[src/obd_prd_pkg.sv]
// ----------------------------------------------------------------------------
// obd_prd_pkg
// Shared types, PID tables and helpers for the mode 01 PID response decoder.
// ----------------------------------------------------------------------------
package obd_prd_pkg;

	// requested PID slots
	localparam logic [2:0] SLOT_RPM      = 3'd0;
	localparam logic [2:0] SLOT_SPEED    = 3'd1;
	localparam logic [2:0] SLOT_THROTTLE = 3'd2;
	localparam logic [2:0] SLOT_LOAD     = 3'd3;
	localparam logic [2:0] SLOT_MAP      = 3'd4;
	localparam logic [2:0] SLOT_COOLANT  = 3'd5;
	localparam logic [2:0] SLOT_AIR_TEMP = 3'd6;
	localparam logic [2:0] SLOT_VOLTAGE  = 3'd7;

	// positive response header for mode 01
	localparam logic [7:0] RESP_MODE01 = 8'h41;

	// throttle/load percent: A*100 (exact part), /255 done with shifts
	localparam logic [7:0]  PCT_SCALE  = 8'd100;
	// voltage: floor(z/125) as (z*VOLT_RECIP) >> VOLT_SHIFT, exact for z < 2^21
	localparam int unsigned VOLT_SHIFT = 28;
	localparam logic [21:0] VOLT_RECIP = 22'd2147484;
	// temperature offset in degrees
	localparam logic signed [9:0] TEMP_OFFSET = 10'sd40;

	typedef struct packed {
		logic       ok;
		logic [3:0] val;
	} hex_digit_t;

	function automatic logic [7:0] pid_code(input logic [2:0] slot);
		logic [7:0] code;
		case (slot)
			SLOT_RPM:      code = 8'h0C;
			SLOT_SPEED:    code = 8'h0D;
			SLOT_THROTTLE: code = 8'h11;
			SLOT_LOAD:     code = 8'h04;
			SLOT_MAP:      code = 8'h0B;
			SLOT_COOLANT:  code = 8'h05;
			SLOT_AIR_TEMP: code = 8'h0F;
			SLOT_VOLTAGE:  code = 8'h42;
			default:       code = 8'h00;
		endcase
		return code;
	endfunction

	// number of data digits for a slot: two per data byte
	function automatic logic [2:0] pid_digits(input logic [2:0] slot);
		logic [2:0] n;
		case (slot)
			SLOT_RPM, SLOT_VOLTAGE: n = 3'd4;
			default:                n = 3'd2;
		endcase
		return n;
	endfunction

	function automatic hex_digit_t hex_decode(input logic [7:0] c);
		hex_digit_t h;
		h.ok  = 1'b1;
		h.val = 4'd0;
		case (c) inside
			[8'h30:8'h39]: h.val = c[3:0];
			[8'h41:8'h46],
			[8'h61:8'h66]: h.val = 4'(c[2:0] + 3'd1) + 4'd8;
			default:       h.ok  = 1'b0;
		endcase
		return h;
	endfunction

endpackage

[src/obd_pid_response_decoder.sv]
// ----------------------------------------------------------------------------
// obd_pid_response_decoder
// Scans a mode 01 response character stream for "41 <pid>", collects the data
// bytes and reports raw bytes plus the physical value in signed Q8.
// ----------------------------------------------------------------------------
//  channel | signals                               | dir | word
//  --------+---------------------------------------+-----+----------------------
//  in      | in_valid, in_stall, ch, pid_slot, last| in  | one response character
//  out     | out_valid, out_stall, found,          | out | one word per response,
//          | raw_data, value_q8                    |     | after the last char
//
// One character is accepted per cycle unless in_stall is high. Three register
// stages: input register, matcher/collector update with result capture, value
// scaling into the output register, whose out_valid marks each response result.
// arst_n clears all valid flags and the matcher state.
// A stalled output backs up through the stages into in_stall only when a last
// character has to park a result; other characters keep flowing.
// ----------------------------------------------------------------------------
module obd_pid_response_decoder (
	input  logic               clk,
	input  logic               arst_n,
	input  logic               in_valid,
	output logic               in_stall,
	input  logic [7:0]         ch,
	input  logic [2:0]         pid_slot,
	input  logic               last,
	output logic               out_valid,
	input  logic               out_stall,
	output logic               found,
	output logic [15:0]        raw_data,
	output logic signed [22:0] value_q8
);

	// stage 1: input register
	logic       valid_s1;
	logic [7:0] ch_s1;
	logic [2:0] slot_s1;
	logic       last_s1;

	// matcher / collector state
	logic [11:0] recent_q, recent_n;
	logic [1:0]  seen_q, seen_n;
	logic        matched_q, matched_n;
	logic [2:0]  dcnt_q, dcnt_n;
	logic [15:0] accum_q, accum_n;

	// stage 2: captured result
	logic        valid_s2;
	logic        found_s2;
	logic [15:0] raw_s2;
	logic [2:0]  slot_s2;

	logic s1_go, s2_free, out_adv;
	logic found_n;
	logic [2:0] need;
	logic [15:0] window;
	obd_prd_pkg::hex_digit_t dig;

	assign out_adv  = !out_valid || !out_stall;
	assign s2_free  = !valid_s2 || out_adv;
	assign s1_go    = valid_s1 && (!last_s1 || s2_free);
	assign in_stall = valid_s1 && !s1_go;

	assign need   = obd_prd_pkg::pid_digits(slot_s1);
	assign dig    = obd_prd_pkg::hex_decode(ch_s1);
	assign window = {recent_q, dig.val};

	always_comb begin
		recent_n  = recent_q;
		seen_n    = seen_q;
		matched_n = matched_q;
		dcnt_n    = dcnt_q;
		accum_n   = accum_q;
		if (dig.ok) begin
			if (matched_q) begin
				if (dcnt_q < need) begin
					accum_n = {accum_q[11:0], dig.val};
					dcnt_n  = dcnt_q + 3'd1;
				end
			end else begin
				if (seen_q == 2'd3 &&
				    window == {obd_prd_pkg::RESP_MODE01, obd_prd_pkg::pid_code(slot_s1)}) begin
					matched_n = 1'b1;
					dcnt_n    = 3'd0;
					accum_n   = 16'd0;
				end
				recent_n = window[11:0];
				if (seen_q != 2'd3)
					seen_n = seen_q + 2'd1;
			end
		end
		found_n = matched_n && (dcnt_n == need);
	end

	always_ff @(posedge clk or negedge arst_n) begin
		if (!arst_n) begin
			valid_s1 <= 1'b0;
		end else if (!valid_s1 || s1_go) begin
			valid_s1 <= in_valid;
		end
	end

	always_ff @(posedge clk) begin
		if (in_valid && !in_stall) begin
			ch_s1   <= ch;
			slot_s1 <= pid_slot;
			last_s1 <= last;
		end
	end

	always_ff @(posedge clk or negedge arst_n) begin
		if (!arst_n) begin
			recent_q  <= 12'd0;
			seen_q    <= 2'd0;
			matched_q <= 1'b0;
			dcnt_q    <= 3'd0;
			accum_q   <= 16'd0;
		end else if (s1_go) begin
			if (last_s1) begin
				recent_q  <= 12'd0;
				seen_q    <= 2'd0;
				matched_q <= 1'b0;
				dcnt_q    <= 3'd0;
				accum_q   <= 16'd0;
			end else begin
				recent_q  <= recent_n;
				seen_q    <= seen_n;
				matched_q <= matched_n;
				dcnt_q    <= dcnt_n;
				accum_q   <= accum_n;
			end
		end
	end

	always_ff @(posedge clk or negedge arst_n) begin
		if (!arst_n) begin
			valid_s2 <= 1'b0;
		end else if (s2_free) begin
			valid_s2 <= s1_go && last_s1;
		end
	end

	always_ff @(posedge clk) begin
		if (s1_go && last_s1) begin
			found_s2 <= found_n;
			raw_s2   <= found_n ? accum_n : 16'd0;
			slot_s2  <= slot_s1;
		end
	end

	// value scaling
	logic [7:0]         a_byte;
	logic [14:0]        pct_lo;
	logic [14:0]        pct_lo1;
	logic [15:0]        pct_val;
	logic [20:0]        volt_z;
	logic [42:0]        volt_prod;
	logic signed [9:0]  temp_c;
	logic signed [22:0] value_n;

	assign a_byte    = raw_s2[7:0];
	assign pct_lo    = 15'(a_byte) * 15'(obd_prd_pkg::PCT_SCALE);
	assign pct_lo1   = pct_lo + 15'd1;
	// A*25600/255 = 100*A + floor(100*A/255)
	assign pct_val   = 16'(pct_lo) + 16'((16'(pct_lo1) + 16'(pct_lo1[14:8])) >> 8);
	assign volt_z    = {raw_s2, 5'b0};
	assign volt_prod = 43'(volt_z) * 43'(obd_prd_pkg::VOLT_RECIP);
	assign temp_c    = $signed({2'b00, a_byte}) - obd_prd_pkg::TEMP_OFFSET;

	always_comb begin
		case (slot_s2)
			obd_prd_pkg::SLOT_RPM:
				value_n = $signed({1'b0, raw_s2, 6'b0});
			obd_prd_pkg::SLOT_THROTTLE, obd_prd_pkg::SLOT_LOAD:
				value_n = $signed({7'b0, pct_val});
			obd_prd_pkg::SLOT_COOLANT, obd_prd_pkg::SLOT_AIR_TEMP:
				value_n = $signed({{5{temp_c[9]}}, temp_c, 8'b0});
			obd_prd_pkg::SLOT_VOLTAGE:
				value_n = $signed({8'b0, volt_prod[42:obd_prd_pkg::VOLT_SHIFT]});
			default:
				value_n = $signed({raw_s2[14:0], 8'b0});
		endcase
		if (!found_s2)
			value_n = '0;
	end

	always_ff @(posedge clk or negedge arst_n) begin
		if (!arst_n) begin
			out_valid <= 1'b0;
		end else if (out_adv) begin
			out_valid <= valid_s2;
		end
	end

	always_ff @(posedge clk) begin
		if (out_adv && valid_s2) begin
			found    <= found_s2;
			raw_data <= raw_s2;
			value_q8 <= value_n;
		end
	end

	// ------------------------------------------------------------------------
	a_miss_zero: assert property (@(posedge clk) disable iff (!arst_n)
		out_valid && !found |-> raw_data == 16'd0 && value_q8 == 23'sd0)
		else $error("miss word carries nonzero data");

	a_match_after_three: assert property (@(posedge clk) disable iff (!arst_n)
		matched_q |-> seen_q == 2'd3)
		else $error("prefix matched before four digits");

	a_dcnt_bound: assert property (@(posedge clk) disable iff (!arst_n)
		dcnt_q <= 3'd4 && (matched_q || dcnt_q == 3'd0))
		else $error("data digit count out of range");

	a_stall_only_full: assert property (@(posedge clk) disable iff (!arst_n)
		in_stall |-> valid_s1 && last_s1 && valid_s2 && out_valid)
		else $error("input stalled without a parked result");

	a_last_clears: assert property (@(posedge clk) disable iff (!arst_n)
		s1_go && last_s1 |=> !matched_q && seen_q == 2'd0 && accum_q == 16'd0)
		else $error("state not cleared after last character");

endmodule

[config.mk]
export PLATFORM = sky130hd
export DESIGN_NAME = obd_pid_response_decoder
export DESIGN_NICKNAME = d
export VERILOG_FILES = /design/src/obd_prd_pkg.sv /design/src/obd_pid_response_decoder.sv
export SDC_FILE = /design/constraint.sdc
export NUM_CORES = 1
export LEC_CHECK = 0
export ABC_CLOCK_PERIOD_IN_PS = 9100
export BUFFER_PORTS_ARGS = -buffer_cell sky130_fd_sc_hd__buf_2
export CORE_MARGIN = 3
export CORE_UTILIZATION = 35
export CTS_BUF_LIST = sky130_fd_sc_hd__clkbuf_4
export CTS_CLUSTER_DIAMETER = 100
export DETAILED_ROUTE_END_ITERATION = 10
export GPL_ROUTABILITY_DRIVEN = 0
export PLACE_DENSITY = 0.57
export RECOVER_POWER = 50
export SLEW_MARGIN = 20
export SYNTH_ARGS = -nofsm -noshare
export SYNTH_HDL_FRONTEND = slang
export SYNTH_SLANG_ARGS = --single-unit
[constraint.sdc]
create_clock -name clk -period 9.1 [get_ports clk]
set_input_delay 0.91 -clock clk [delete_from_list [all_inputs] [get_ports clk]]
set_output_delay 0.91 -clock clk [all_outputs]
set_load 0.02 [all_outputs]
== Yosys cells after proc, flatten, opt, wreduce, memory -nomap -nowiden ==
Memory sizes are Yosys's and may differ from the RTL's. A register that Yosys moved wholly into a read port is not among the register bits.
Index checks and enable logic that the tools add are counted.

* Register bits: 109
* Bits in read-only memories: 48
* Input port bits: 16
* Word-level logic and storage cells: 107
* Memories kept: 1

* Add/sub/neg operators: 8
* Multipliers: 2
* Magnitude comparators: 7
* Equal/unequal tests: 11
* Multiplexer cells: 30
* Reduce and logical (&&, ||, !) cells: 31

{| class="wikitable"
|+ Memories
! name !! words !! width !! read ports !! clocked after memory_dff !! wr ports !! line !! text
|-
| (name not given) || 8 || 6 || 1 || 1 || 0 || obd_prd_pkg.sv:35 || <nowiki>case (slot)</nowiki>
|}

{| class="wikitable"
|+ Operators by type and width
! kind !! number
|-
| $pmux 23 s4 || 1
|-
| $mux 16 || 5
|-
| $mul 16x20->36 const B || 1
|-
| $mux 12 || 3
|-
| $mux 3 || 7
|-
| $add 15x7->16 || 1
|-
| $add 15x8->16 || 1
|-
| $eq 16x15->1 || 1
|-
| $ge 8x7->1 const B || 2
|-
| $le 8x7->1 const B || 2
|-
| $mux 8 || 2
|-
| $add 15x1->15 const B || 1
|-
| $mul 8x5->13 const B || 1
|-
| $eq 3x3->1 const B || 4
|-
| $logic_and 1x1->1 || 10
|-
| $sub 8x6->9 const B || 1
|-
| $ge 8x6->1 const B || 1
|-
| $le 8x6->1 const B || 1
|-
| $mux 2 || 4
|-
| $mux 4 || 2
|-
| $reduce_or 2->1 || 4
|-
| $logic_not 1->1 || 7
|-
| $eq 3x2->1 const B || 2
|-
| $logic_not 3->1 || 2
|-
| other kinds (13) || 23
|}

== Depth between registers and ports, before layout ==
Gate-level depths: netlist of the first run.

* Word-level depth: 13
* Depth in mapped cells: 31

== Worst setup path before layout of the first run ==
Ideal clock, no wire load.

* Kind: register to register
* From: register raw_s2[4]
* To: register value_q8[14], data pin
* Arrival time: 6.409 ns
* Data required time: 8.839 ns
* Slack: 2.430 ns
* Cell stages (with the launch flop): 31
* Path buffers: 1
* Clock period less this slack: 6.670 ns
* Cell sequence: edfxtp_1 -> inv_1 -> ha_1 -> ha_1 -> inv_1 -> fa_1 -> inv_1 -> ha_1 -> clkbuf_1 -> and3_1 -> a221oi_1 -> xnor2_1 -> ha_1 -> o21a_1 -> o21ai_0 -> nand2b_1 -> o21a_1 -> or4b_2 -> o211a_1 -> nor2_1 -> xor2_1 -> inv_1 -> fa_1 -> nor2b_1 -> o31a_1 -> o21ai_0 -> nand2_1 -> nand4_1 -> xnor2_1 -> a221oi_1 -> nor2_1

* Longest elaborated chain between the ends: 5

{| class="wikitable"
|+ Ends and longest elaborated chain
! what !! line !! text
|-
| start, declared || obd_pid_response_decoder.sv:50 || <nowiki>logic [15:0] raw_s2;</nowiki>
|-
| start signal, assigned || obd_pid_response_decoder.sv:146 || <nowiki>raw_s2 <= found_n ? accum_n : 16'd0;</nowiki>
|-
| $mul 8x5->13 || obd_pid_response_decoder.sv:162 || <nowiki>assign pct_lo = 15'(a_byte) * 15'(obd_prd_pkg::PCT_SCALE);</nowiki>
|-
| $add 15x1->15 || obd_pid_response_decoder.sv:163 || <nowiki>assign pct_lo1 = pct_lo + 15'd1;</nowiki>
|-
| $add 15x7->16 || obd_pid_response_decoder.sv:165 || <nowiki>assign pct_val = 16'(pct_lo) + 16'((16'(pct_lo1) + 16'(pct_lo1[14:8])) >> 8);</nowiki>
|-
| $add 15x8->16 || obd_pid_response_decoder.sv:165 ||
|-
| $pmux 23 s4 (*) || obd_pid_response_decoder.sv:171 || <nowiki>case (slot_s2)</nowiki>
|-
| end signal, assigned || obd_pid_response_decoder.sv:199 || <nowiki>value_q8 <= value_n;</nowiki>
|-
| end, declared || obd_pid_response_decoder.sv:31 || <nowiki>output logic signed [22:0] value_q8</nowiki>
|}

Mark *: on every way between the ends. The rest lies on a longest branch, timed or not.
A chain may end at the register's enable or synchronous reset.

== Worst setup path in the final report of the first run ==
Ends and elaborated chain as after synthesis.

==> flow_metrics.env, run 1 <==
export IMPL_r2r_end="value_q8[14]"
export IMPL_start_kind="flip-flop"
export IMPL_synth_cell_area_um2=10800
export IMPL_dr_pass1_iters=5
export IMPL_crit_start="raw_s2[4]"
export IMPL_cts_buffer_depth=2
export IMPL_worstMarginPinSlew_ns=3.53
export IMPL_hold_viol=0
export IMPL_min_period_ns=7.58
export IMPL_cp_max_fo=13
export IMPL_p_leak_nw=5.52
export IMPL_worstSetupPathType="reg2reg"
export IMPL_final_util=0.392
export IMPL_die_w_um=181
export IMPL_cts_tree="built"
export IMPL_drive_above_1_share=0.0855
export IMPL_total_power_mw=2.25
export IMPL_yosys_cell_types_count=68
export IMPL_dieHeight_um=181
export IMPL_synth_top_cell_area_share=0.221
export IMPL_pin_count=58
export IMPL_synth_area_top_cells="ha_1 22%, edfxtp_1 20%, fa_1 12%"
export IMPL_grt_use_total=0.169
export IMPL_grt_pass1_wl_um=44200
export IMPL_synth_edf_count=72
export IMPL_maxCapViolations=3
export IMPL_syn_avg_cell_area_um2=10.2
export IMPL_grt_pass1_vias=8056
export IMPL_antenna_found_initial=0
export IMPL_rrSetupSlack_ns=1.52
export IMPL_post_dp_hpwl_um=21100
export IMPL_ys_seq_area_frac=0.298
export IMPL_tritoncts_num_buffers=17
export IMPL_root_buffer="clkbuf_4"
export IMPL_slew_violations=81
export IMPL_port_buffers=57
export IMPL_fmax_mhz=132
export IMPL_period_share=0.833
export IMPL_fillers=3063
export IMPL_rows=63
export IMPL_async_reset_ff_frac=0.322
export IMPL_r2r_start="raw_s2[4]"
export IMPL_place_area_um2=11500
export IMPL_drt_vias_per_instance=5.18
export IMPL_netlist_instances=1058
export IMPL_power_per_cell_area_nw_per_um2=191
export IMPL_grt_start_max_net_pins=38
export IMPL_grt_overflow=0
export IMPL_rsz0062_at_grt="false"
export IMPL_synth_seq_cells=115
export IMPL_stdcell_area_um2=11800
export IMPL_yosysWarnings=0
export IMPL_die_area_um2=32900
export IMPL_insertion_delay_ns=0.55
export IMPL_route_vias_total=7896
export IMPL_cp_required_ns=9.37
export IMPL_critPathCapture="value_q8[14]"
export IMPL_cp_arrival_ns=7.85
export IMPL_end_kind="flip-flop"
export IMPL_outcome="finished, violations left"
export IMPL_final_setup_viol_count=0
export IMPL_min_path_type="reg2reg"
export IMPL_cts_sinks=115
export IMPL_max_slew_margin=-1.38
export IMPL_antenna_left=0
export IMPL_htree_num_levels=4
export IMPL_dp_cells=1491
export IMPL_cts_hold_buf=0
export IMPL_routed_wl_um=27100
export IMPL_coreArea_um2=30000
export IMPL_start_util=0.359
export IMPL_nets=1392
export IMPL_cts_clk_slew_worst_paths_ns=0.15
export IMPL_ir_worst_vdd_mv=0.109
export IMPL_drcViolationCount=0
export IMPL_ys_dominant_reg_cell="edfxtp_1"
export IMPL_violations="max-capacitance violations, max-slew violations"
export IMPL_wire_per_inst_um=17.8
export IMPL_final_cell_count_no_fill=1524
export IMPL_first_iter_violations=456
export IMPL_area_growth_synth_to_final_pct=9.32
export IMPL_synth_top_cell_by_area="ha_1"
export IMPL_tns_ns=0
export IMPL_max_stage_delay_ns=0.80
export IMPL_diodes=0
export IMPL_post_cts_buffers=0
export IMPL_fin_worst_skew_ns=0.0387
export IMPL_reg2reg_depth=29
export IMPL_synthesis_nets=1329
export IMPL_cpMaxStageDelayCell="edfxtp_1"
export IMPL_cts_resized=0
## sequential cells by signal, indices dropped and copies added (netlist names), named ones only
| signal | count |
|---|---|
| value_q8 | 23 |
| accum_q | 16 |
| raw_data | 16 |
| raw_s2 | 16 |
| recent_q | 12 |
| ch_s1 | 8 |
| dcnt_q | 3 |
| slot_s1 | 3 |
| slot_s2 | 3 |
| seen_q | 2 |
| found | 1 |
| found_s2 | 1 |
| last_s1 | 1 |
| matched_q | 1 |
| out_valid | 1 |
| valid_s1 | 1 |
| valid_s2 | 1 |
## cell families (layout without fill, tap and decap cells)
group	after synthesis	after routing	synth area share
buf+inv	190	266	0.0670
simple gates	212	212	0.0966
fa+ha+maj	257	257	0.344
mux	7	7	0.00663
xor+xnor	44	44	0.0371
compound gates	233	233	0.150
flops	115	115	0.298
## routing by layer
metal / up-vias / global-route usage / wire, µm
li1: 3860 / - / -
met1: 3781 / 0.227 / 12400
met2: 214 / 0.276 / 12700
met3: 41 / 0.0318 / 1360
met4: 0 / 0.0530 / 722
met5: - / 0 / 0
## worst min path at each step
stage	start	slack [ns]	to	cells past startpoint
2_1_floorplan	found_s2	0.45	found	0
3_3_place_gp	accum_q[15]	0.47	accum_q[15]	2
4_1_cts	arst_n	0.42	seen_q[1]	1
5_1_grt	ch[7]	0.49	ch_s1[7]	1
6_report	accum_q[15]	0.50	accum_q[15]	2
3_5_place_dp	accum_q[15]	0.48	accum_q[15]	2
## cell usage after synthesis, types with 4 or more instances
cell,instances
a21oi_2,6
nand2b_1,6
a221oi_1,14
xor2_1,21
o21bai_1,4
nor2_1,37
nor2b_1,12
nor3_1,19
nor2_2,4
or3_1,4
nor4_1,4
ha_1,190
o21ai_0,37
a211oi_1,4
edfxtp_1,72
a21oi_1,62
nand2_1,75
o21a_1,12
clkbuf_1,19
a21boi_0,4
dfrtp_1,37
fa_1,65
inv_1,169
nand4_1,9
a22oi_1,6
a21o_1,18
and3_1,9
a22o_1,23
xnor2_1,22
dfxtp_1,6
mux2i_1,6
o221ai_1,5
o22ai_1,6
nand3_1,15
## final cells by class
type                    instances  area [µm²]  share of cell area
clock inverters                15         168              0.0143
repair buffers                 64         293              0.0249
flip-flops and latches        115        3210               0.273
inverters                     170         638              0.0543
clock buffers                  17         128              0.0109
well taps                     390         488              0.0415
multi-input cells             753        6830               0.581
## metrics by stage
stage	hold WS, ns	setup WS (ns)
after floorplan	0.448	2.43
after global placement	0.465	1.82
after detailed placement	0.479	1.66
after CTS	0.423	1.55
after global routing	0.493	0.983
final	0.504	1.52
## cell usage in the layout (no fill, tap or decap), types with 6 or more instances in the layout
cell      instances
ha_1            190
a22o_1           23
inv_1           169
nand2_1          75
and3_1            9
clkbuf_1         26
xnor2_1          22
nand2b_1          6
a21oi_2           6
clkbuf_4         17
nor2b_1          12
xor2_1           21
dfrtp_1          37
edfxtp_1         72
buf_2            36
a22oi_1           6
dfxtp_1           6
a21oi_1          62
o21a_1           12
o22ai_1           6
a221oi_1         14
nand3_1          15
a21o_1           18
nor2_1           37
o21ai_0          37
nor3_1           18
fa_1             65
nand4_1           9
mux2i_1           6
## worst max-delay path, delay by kind of cell, from the launching register on
kind	cells	cell delay [ns]
buffers and inverters	4	0.32
DFF	1	0.80
AOI/OAI and AO/OA	8	1.52
xor gates and xnor gates	3	0.69
and+or+nand+nor	8	1.61
adders and majority gates	6	2.34
## where the power goes
| part | leakage [nW] | internal (mW) | switching, mW | total (mW) |
|---|---|---|---|---|
| Combinational | 4.11 | 0.493 | 0.715 | 1.21 |
| Sequential | 1.24 | 0.593 | 0.0336 | 0.626 |
| Clock | 0.166 | 0.171 | 0.243 | 0.414 |
No activity file was read; power rests on OpenSTA's default activity.
==> run 2: changes to the inputs <==
ABC_CLOCK_PERIOD_IN_PS = 6500   (was 9100)
PLACE_DENSITY = 0.58   (was 0.57)
clock period = 6.5 ns   (was 9.1 ns; I/O delays follow)
==> run 2 against run 1 <==
  * The run still ends with max-capacitance violations, max-slew violations left
  * Clock skew fell by 0.010 ns
  * Flip-flop and latch count is the same
  * Sequential power grew 38%
  * Critical path depth down 9
  * Critical endpoint unchanged
  * Largest cell class unchanged
==> flow_metrics.env, run 2 (synthesis results as in run 1) <==
export IMPL_outcome="finished, violations left"
export IMPL_violations="max-capacitance violations, max-slew violations"
export IMPL_final_util=0.408
export IMPL_p_leak_nw=5.79
export IMPL_cp_required_ns=6.81
export IMPL_dr_pass1_iters=5
export IMPL_pin_count=58
export IMPL_fin_worst_skew_ns=0.0285
export IMPL_place_area_um2=11800
export IMPL_fmax_mhz=159
export IMPL_power_per_cell_area_nw_per_um2=270
export IMPL_start_util=0.359
export IMPL_period_share=0.970
export IMPL_grt_use_met3=0.0280
export IMPL_path_cells="fa_1 -> inv_1 -> fa_1 -> inv_1 -> fa_1 -> inv_1 -> fa_1 -> fa_1 -> fa_1 -> inv_1 -> ha_1 -> and3_1 -> and3_1 -> a32oi_2 -> a21oi_1 -> a2111oi_2 -> a21oi_1 -> a41o_1 -> a221oi_1 -> nor2_1"
export IMPL_ir_worst_vdd_mv=0.135
export IMPL_layout_common_cells="187 x ha_1, 168 x inv_1, 74 x nand2_1"
export IMPL_post_dp_hpwl_um=21900
export IMPL_htree_num_levels=4
export IMPL_cts_hold_buf=0
export IMPL_rows=63
export IMPL_dieHeight_um=181
export IMPL_reg2reg_depth=20
export IMPL_first_iter_violations=485
export IMPL_hold_depth=1
export IMPL_cpMaxStageDelayCell="fa_1"
export IMPL_max_stage_delay_ns=0.54
export IMPL_largest_register="value_q8"
export IMPL_die_w_um=181
export IMPL_grt_start_max_net_pins=41
export IMPL_cts_sinks=115
export IMPL_root_buffer="clkbuf_4"
export IMPL_grt_overflow=0
export IMPL_drt_vias_per_instance=5.17
export IMPL_crit_top_cell="fa_1"
export IMPL_setup_slack_ns=0.194
export IMPL_final_cell_count_no_fill=1566
export IMPL_wire_per_inst_um=17.8
export IMPL_insertion_delay_ns=0.55
export IMPL_maxCapViolations=1
export IMPL_drive_above_1_share=0.149
export IMPL_stdcell_area_um2=12200
export IMPL_dp_cells=1525
export IMPL_fillers=2980
export IMPL_final_setup_viol_count=0
export IMPL_drcViolationCount=0
export IMPL_place_ws_ns=-0.00845
export IMPL_met1_usage=0.228
export IMPL_cp_arrival_ns=6.62
export IMPL_grt_use_total=0.170
export IMPL_start_kind="flip-flop"
export IMPL_route_vias_total=8091
export IMPL_cp_max_fo=6
export IMPL_tns_ns=0
export IMPL_cts_clk_slew_worst_paths_ns=0.13
export IMPL_cts_buffer_depth=2
export IMPL_end_kind="flip-flop"
export IMPL_largest_reg_flops=23
export IMPL_max_slew_margin=-0.344
export IMPL_whs_ns=0.279
export IMPL_grt_pass1_wl_um=44300
export IMPL_mostFrequentLayoutCell="ha_1"
export IMPL_total_power_mw=3.30
export IMPL_routed_wl_um=27800
export IMPL_die_area_um2=32900
export IMPL_cts_tree="built"
export IMPL_slew_violations=38
export IMPL_port_buffers=57
export IMPL_area_growth_synth_to_final_pct=13.8
export IMPL_nets=1429
export IMPL_worstMarginPinSlew_ns=2.02
export IMPL_hold_viol=0
export IMPL_antenna_left=0
export IMPL_grt_pass1_vias=8221
export IMPL_gr_max_usage_layer="met2"
export IMPL_min_period_ns=6.31
export IMPL_min_path_type="in2reg"
export IMPL_coreArea_um2=30000
export IMPL_worstSetupPathType="reg2reg"
export IMPL_tritoncts_num_buffers=17
export IMPL_use_met2=0.285
export IMPL_antenna_found_initial=1
==> run 2: changes by cell type in the layout (fill, tap and decap cells not counted), sizes merged <==
cell and delta:
diode +5, clkinv -1, bufinv +1, buf +57
clkbuf -20
==> run 2: area by class of cell <==
| class | instances | area [µm²] | share of cell area |
|---|---|---|---|
| antenna | 5 | 12.5 | 0.00102 |
| clock buffer | 17 | 128 | 0.0104 |
| clock inverter | 15 | 191 | 0.0156 |
| sequential | 115 | 3210 | 0.262 |
| timing repair buffer | 101 | 596 | 0.0487 |
| inverter | 170 | 638 | 0.0522 |
| tap | 390 | 488 | 0.0399 |
| multi-input combinational | 753 | 6970 | 0.570 |
==> run 2: metal layers <==
| metal | up-vias | share of wire |
|---|---|---|
| met4 | 0 | 0.023 |
| met3 | 40 | 0.052 |
| met5 | - | 0 |
| met2 | 202 | 0.48 |
| li1 | 3944 | - |
| met1 | 3905 | 0.45 |
==> run 2: power breakdown <==
group	switching, mW	internal [mW]	leakage, nW
logic	1.06	0.749	4.38
registers	0.0349	0.828	1.24
clock network	0.348	0.279	0.176
==> run 2: what timing repair did <==
item                       in CTS  in global routing
setup endpoints to repair       4                  9
gates resized for setup         2                 23
pin swaps                       1                 12
setup buffers                   0                  3
==> run 2: path summary, 6_finish.rpt <==
path,slack (ns),endpoint,start
worst max-delay path,0.19,value_q8[14],raw_s2[15]
worst min-delay path,0.28,last_s1,last
worst max register to register,0.19,value_q8[14],raw_s2[15]
worst min register to register,0.51,accum_q[15],accum_q[15]
max in group asynchronous,4.68,accum_q[1],arst_n
min in group asynchronous,0.65,recent_q[11],arst_n
==> run 2: critical path: cells and delay by family, from the launching register on <==
kind / cells / cell delay [ns]
flip-flops: 1 / 0.53
buffers and inverters: 4 / 0.21
AND/OR/NAND/NOR: 3 / 0.47
adder cells (fa/ha/maj): 7 / 3.30
AO/OA/AOI/OAI: 6 / 1.54
